### config.mk
export PLATFORM = sky130hd
export DESIGN_NAME = pbu_iter
export DESIGN_NICKNAME = d
export VERILOG_FILES = /design/src/pbu_pkg.sv /design/src/pbu_iter.sv
export SDC_FILE = /design/constraint.sdc
export NUM_CORES = 1
export LEC_CHECK = 0
export BUFFER_PORTS_ARGS = -buffer_cell sky130_fd_sc_hd__buf_4
export CAP_MARGIN = 20
export CORE_MARGIN = 5
export CORE_UTILIZATION = 53
export CTS_CLUSTER_DIAMETER = 60
export DETAILED_ROUTE_END_ITERATION = 6
export HOLD_SLACK_MARGIN = 0.05
export PLACE_DENSITY = 0.79
export SKIP_LAST_GASP = 1
export SYNTH_ARGS = -nofsm -noshare
export SYNTH_HDL_FRONTEND = slang
export SYNTH_SLANG_ARGS = --single-unit
export TNS_END_PERCENT = 20
### constraint.sdc
create_clock -name i_clk -period 4.1 [get_ports i_clk]
set_input_delay 1.025 -clock i_clk [delete_from_list [all_inputs] [get_ports i_clk]]
set_output_delay 1.025 -clock i_clk [all_outputs]
set_load 0.05 [all_outputs]
### src/pbu_pkg.sv
// Shared types and constants for the particle bounce update engine.
// Depends on nothing; every other file in src uses it by scoped names.
package pbu_pkg;

    // Table geometry and the fixed field widths.
    localparam int PARTICLE_COUNT = 1024;
    localparam int IDX_W          = 10;
    localparam int CFG_W          = 31;
    localparam int ITER_STEPS     = 32;

    // Request function codes.
    localparam logic FUNC_SPAWN = 1'b0;
    localparam logic FUNC_STEP  = 1'b1;

    // Configuration register indexes.
    localparam logic [1:0] CFG_SPEED_LIMIT  = 2'd0;
    localparam logic [1:0] CFG_BOUNCE_SPEED = 2'd1;
    localparam logic [1:0] CFG_RADIUS       = 2'd2;
    localparam logic [1:0] CFG_LIFETIME     = 2'd3;

    // Register reset values.
    localparam logic [CFG_W-1:0] SPEED_LIMIT_RST  = 31'd655360;
    localparam logic [CFG_W-1:0] BOUNCE_SPEED_RST = 31'd327680;
    localparam logic [CFG_W-1:0] RADIUS_RST       = 31'd19660800;
    localparam logic [15:0]      LIFETIME_RST     = 16'd1667;

    typedef struct packed {
        logic               func;
        logic [IDX_W-1:0]   particle_index;
        logic signed [31:0] start_x;
        logic signed [31:0] start_y;
        logic signed [31:0] start_z;
        logic signed [31:0] start_vx;
        logic signed [31:0] start_vy;
        logic signed [31:0] start_vz;
    } t_req;

    typedef struct packed {
        logic [IDX_W-1:0]   out_index;
        logic signed [31:0] pos_x;
        logic signed [31:0] pos_y;
        logic signed [31:0] pos_z;
        logic               is_alive;
        logic [7:0]         hit_count;
        logic [8:0]         radius_size;
    } t_res;

    // Operation of the shared iterative unit.
    typedef enum logic {
        ITER_SQRT = 1'b0,
        ITER_DIV  = 1'b1
    } t_iter_op;

    typedef struct packed {
        logic     start;
        t_iter_op op;
    } t_iter_ctl;

endpackage

### src/pbu_iter.sv
// Shared iterative unit: 64-bit integer square root or 64/32 division,
// one result bit per cycle. Depends on pbu_pkg.
module pbu_iter (
    input  logic                  i_clk,
    input  logic                  i_rst_n,
    input  pbu_pkg::t_iter_ctl    i_ctl,
    input  logic [63:0]           i_a,
    input  logic [31:0]           i_b,
    output logic                  o_done,
    output logic [31:0]           o_res
);

    logic              r_busy;
    logic              r_done;
    logic [4:0]        r_cnt;
    pbu_pkg::t_iter_op r_op;
    logic [63:0]       r_x;
    logic [33:0]       r_rem;
    logic [31:0]       r_root;
    logic [31:0]       r_b;

    logic [33:0] rem_sh;
    logic [33:0] trial;
    logic [63:0] x_sh;
    logic        ge;

    // One restoring step: shift in the next digit, then compare and subtract.
    always_comb begin
        if (r_op == pbu_pkg::ITER_SQRT) begin
            rem_sh = {r_rem[31:0], r_x[63:62]};
            trial  = {r_root, 2'b01};
            x_sh   = {r_x[61:0], 2'b00};
        end else begin
            rem_sh = {r_rem[32:0], r_x[63]};
            trial  = {2'b00, r_b};
            x_sh   = {r_x[62:0], 1'b0};
        end
        ge = (rem_sh >= trial);
    end

    // Sequencing of the 32 steps.
    always_ff @(posedge i_clk) begin
        if (!i_rst_n) begin
            r_busy <= 1'b0;
            r_done <= 1'b0;
            r_cnt  <= '0;
        end else begin
            r_done <= 1'b0;
            if (i_ctl.start) begin
                r_busy <= 1'b1;
                r_cnt  <= '0;
            end else if (r_busy) begin
                r_cnt <= r_cnt + 5'd1;
                if (r_cnt == 5'(pbu_pkg::ITER_STEPS - 1)) begin
                    r_busy <= 1'b0;
                    r_done <= 1'b1;
                end
            end
        end
    end

    // Operand and partial result registers.
    always_ff @(posedge i_clk) begin
        if (i_ctl.start) begin
            r_op   <= i_ctl.op;
            r_b    <= i_b;
            r_root <= '0;
            if (i_ctl.op == pbu_pkg::ITER_SQRT) begin
                r_rem <= '0;
                r_x   <= i_a;
            end else begin
                r_rem <= {2'b00, i_a[63:32]};
                r_x   <= {i_a[31:0], 32'd0};
            end
        end else if (r_busy) begin
            r_rem  <= ge ? (rem_sh - trial) : rem_sh;
            r_root <= {r_root[30:0], ge};
            r_x    <= x_sh;
        end
    end

    assign o_done = r_done;
    assign o_res  = r_root;

endmodule

==> impl_metrics.ini <==
[status]
outcome = finished, final reports clean

[cts]
root_buffer = clkbuf_16
cts_sinks = 169
cts_resized = 0
cts_buffer_depth = 2
clk_latency_ns = 0.43
postCtsSetupBuffers = 0
cts_buffers = 17
clkTransAtPathRegs_ns = 0.06
postCtsHoldBufs = 0
htreeDepth = 4
cts_tree = built

[logic_synthesis]
synth-compound-area-share_pct = 13.75
syn-num-nets = 1111
synth-edff-count = 130
yosysTopAreaCellShare_pct = 37.89
synth.area.top_cells = edfxtp_1, mux2i_1, dfxtp_1
yosysUniqueCellTypes = 58
yosys.area.top_type = edfxtp_1
synth_top_family_by_area = multiplexers
syn_area_um2 = 10300
syn_area_per_cell_um2 = 10.58
synthMuxAreaShare_pct = 19.14
yosys_most_used_dff = edfxtp_1
post-synth-top-count-cell = mux2i_1
synth_fa_ha_area_share_pct = 4.566
synth-xor-area-share_pct = 2.805
yosys_warnings = 0
synthTopCellsByCount = mux2i_1, edfxtp_1, nand2_1, a21oi_1, nor2_1
synth_seq_cells = 169
synthSimpleGateAreaFrac_pct = 11.22
yosysSeqAreaShare_pct = 45.47
async_reset_ff_share_pct = 0
netlist_instances = 974

[die]
die_y_um = 149.4
dieArea_um2 = 22330
fp-row-count = 51
core_region_area_um2 = 19270
ios = 133
fp.dieW_um = 149.4
initial_core_util_pct = 53.46

[sta]
timing.setup.tns_ns = 0
finalCritPeriodShare_pct = 94.80
relSlewSlack_pct = 35.16
fmax_ghz = 0.2573
tightest_slew_ns = 0.9726
rsz0062_at_grt = false
timing.clock.skew_ns = 0.01234
hold_viol_final = 0
min_period_ns = 3.887
finalSetupViolations = 0
setup_ws_ns = 0.2133
fin_hold_ws_ns = 0.5198
final-max-slew-violation-count = 0

[placed_design]
place_inst = 1322
portBuffers = 132
hpwlAfterDp_um = 17630
pre_cts_ws_ns = 0.2520
placed_area_um2 = 11550
gp_congestion = 0.8980

[routing]
post-route-drc-count = 0
post_drt_wl_per_cell_um = 17.93
drtPass1Iterations = 5
viasPerCell = 5.756
drt_wl_total_um = 24270
ant_nets = 0
vias = 7793
drt_iter0_markers = 650

[worst_setup_path]
worstPathArrival_ns = 4.05
path_delay_family = compound AO/OA/AOI/OAI gates
end_kind = flop
crit_path_max_incr_delay_ns = 0.67
critPathRequiredTime_ns = 4.27
cp-start-kind = flop
criticalPathCategory = flop to flop
slowest_stage = o21ai_4
path_buf_inv = 3
path_max_fanout = 28
path_cells = buf_12 > buf_4 > mux2i_1 > ha_1 > a21oi_1 > nand2_1 > o22a_1 > nand3_1 > nor2_1 > a31oi_2 > o21ai_4 > buf_12 > mux2i_1 > o21ai_1

[global_route]
grt_max_degree = 87
grtUsageTotal_pct = 21.77
grt_pass1_wl_um = 38700
antenna_found_initial = 0
grt_overflow = 0
grt_pass1_vias = 7504

[final_layout]
final_util_pct = 62.86
fin_nets = 1213
area_growth_syn_to_layout_pct = 17.57
layout-drive-gt1-share_pct = 21.03
fin_area_um2 = 12110
stdcell_count = 1354
diodes = 0

[power_and_ir_drop]
cellPowerDensity_nw_per_um2 = 633.8
power_mw = 7.677
leakage_nw = 5.016
ir_drop_v = 0.0003682

[worst_hold_path]
min_path_type = flop to flop

[flow_run]
maxCapViolations = 0
## cells in the final DEF, fill, tap and decap left out, types with 18 or more instances in the layout
cell and instances:
mux2i_1 161, o21ai_1 18, edfxtp_1 130, dfxtp_1 38, nand2_1 93, mux2_2 32, nor2b_1 39, buf_4 146
o21ai_0 41, a21oi_1 70, ha_1 36, a21o_1 19, nor2_1 59, xnor2_1 26, a211oi_1 33
## sequential cells by signal (all words and copies together), names as in the netlist
signal,flops
r_x,64
r_rem,33
o_res,32
r_b,32
r_cnt,5
o_done,1
r_busy,1
r_op,1
## worst register-to-register path: stages, from the launching register on
cell	delay, ns
edfxtp_1	0.44
buf_12	0.22
buf_4	0.29
mux2i_1	0.13
ha_1	0.41
a21oi_1	0.14
nand2_1	0.10
o22a_1	0.17
nand3_1	0.10
nor2_1	0.22
a31oi_2	0.17
o21ai_4	0.67
buf_12	0.27
mux2i_1	0.24
o21ai_1	0.07
## layer usage
| metal | up-vias | GRT usage (%) | share of wire [%] |
|---|---|---|---|
| li1 | 3794 | - | - |
| met1 | 3675 | 32.01 | 47 |
| met2 | 295 | 33.39 | 45 |
| met3 | 29 | 3.422 | 6.7 |
| met4 | 0 | 6.545 | 1.6 |
| met5 | - | 0 | 0 |
## final cells by class
| cell class | count | area (µm²) |
|---|---|---|
| clock buffer | 22 | 474.2 |
| clock inverter | 10 | 91.34 |
| fill | 1567 | 7158 |
| inverter | 7 | 26.28 |
| multi-input combinational | 730 | 5316 |
| sequential | 169 | 4686 |
| tap | 265 | 331.6 |
| timing repair buffer | 151 | 1187 |
## kinds of logic (layout without fill, tap and decap cells)
family / after synthesis / in the layout
AND/OR/NAND/NOR: 246 / 246
AO/OA/AOI/OAI: 221 / 221
multiplexers: 193 / 193
flip-flops: 169 / 169
buffers and inverters: 75 / 190
adder cells (fa/ha/maj): 37 / 37
XOR/XNOR: 33 / 33
## path summary, 6_finish.rpt
check             slack (ns)   endpoint  cells after the start  startpoint
setup / recovery        0.21  r_rem[10]                     14        r_op
hold / removal          0.52   r_cnt[4]                      2    r_cnt[4]
setup reg to reg        0.21  r_rem[10]                     14        r_op
hold reg to reg         0.52   r_cnt[4]                      2    r_cnt[4]
## power by group
group / switching (mW) / leakage (nW) / internal (mW) / total [mW]
sequential: 0.144 / 1.64 / 2.23 / 2.37
combinational: 2.05 / 3.10 / 1.68 / 3.73
clock: 0.685 / 0.277 / 0.886 / 1.57
total: 2.88 / 5.02 / 4.80 / 7.68
Power figures use the tool's default switching activity.
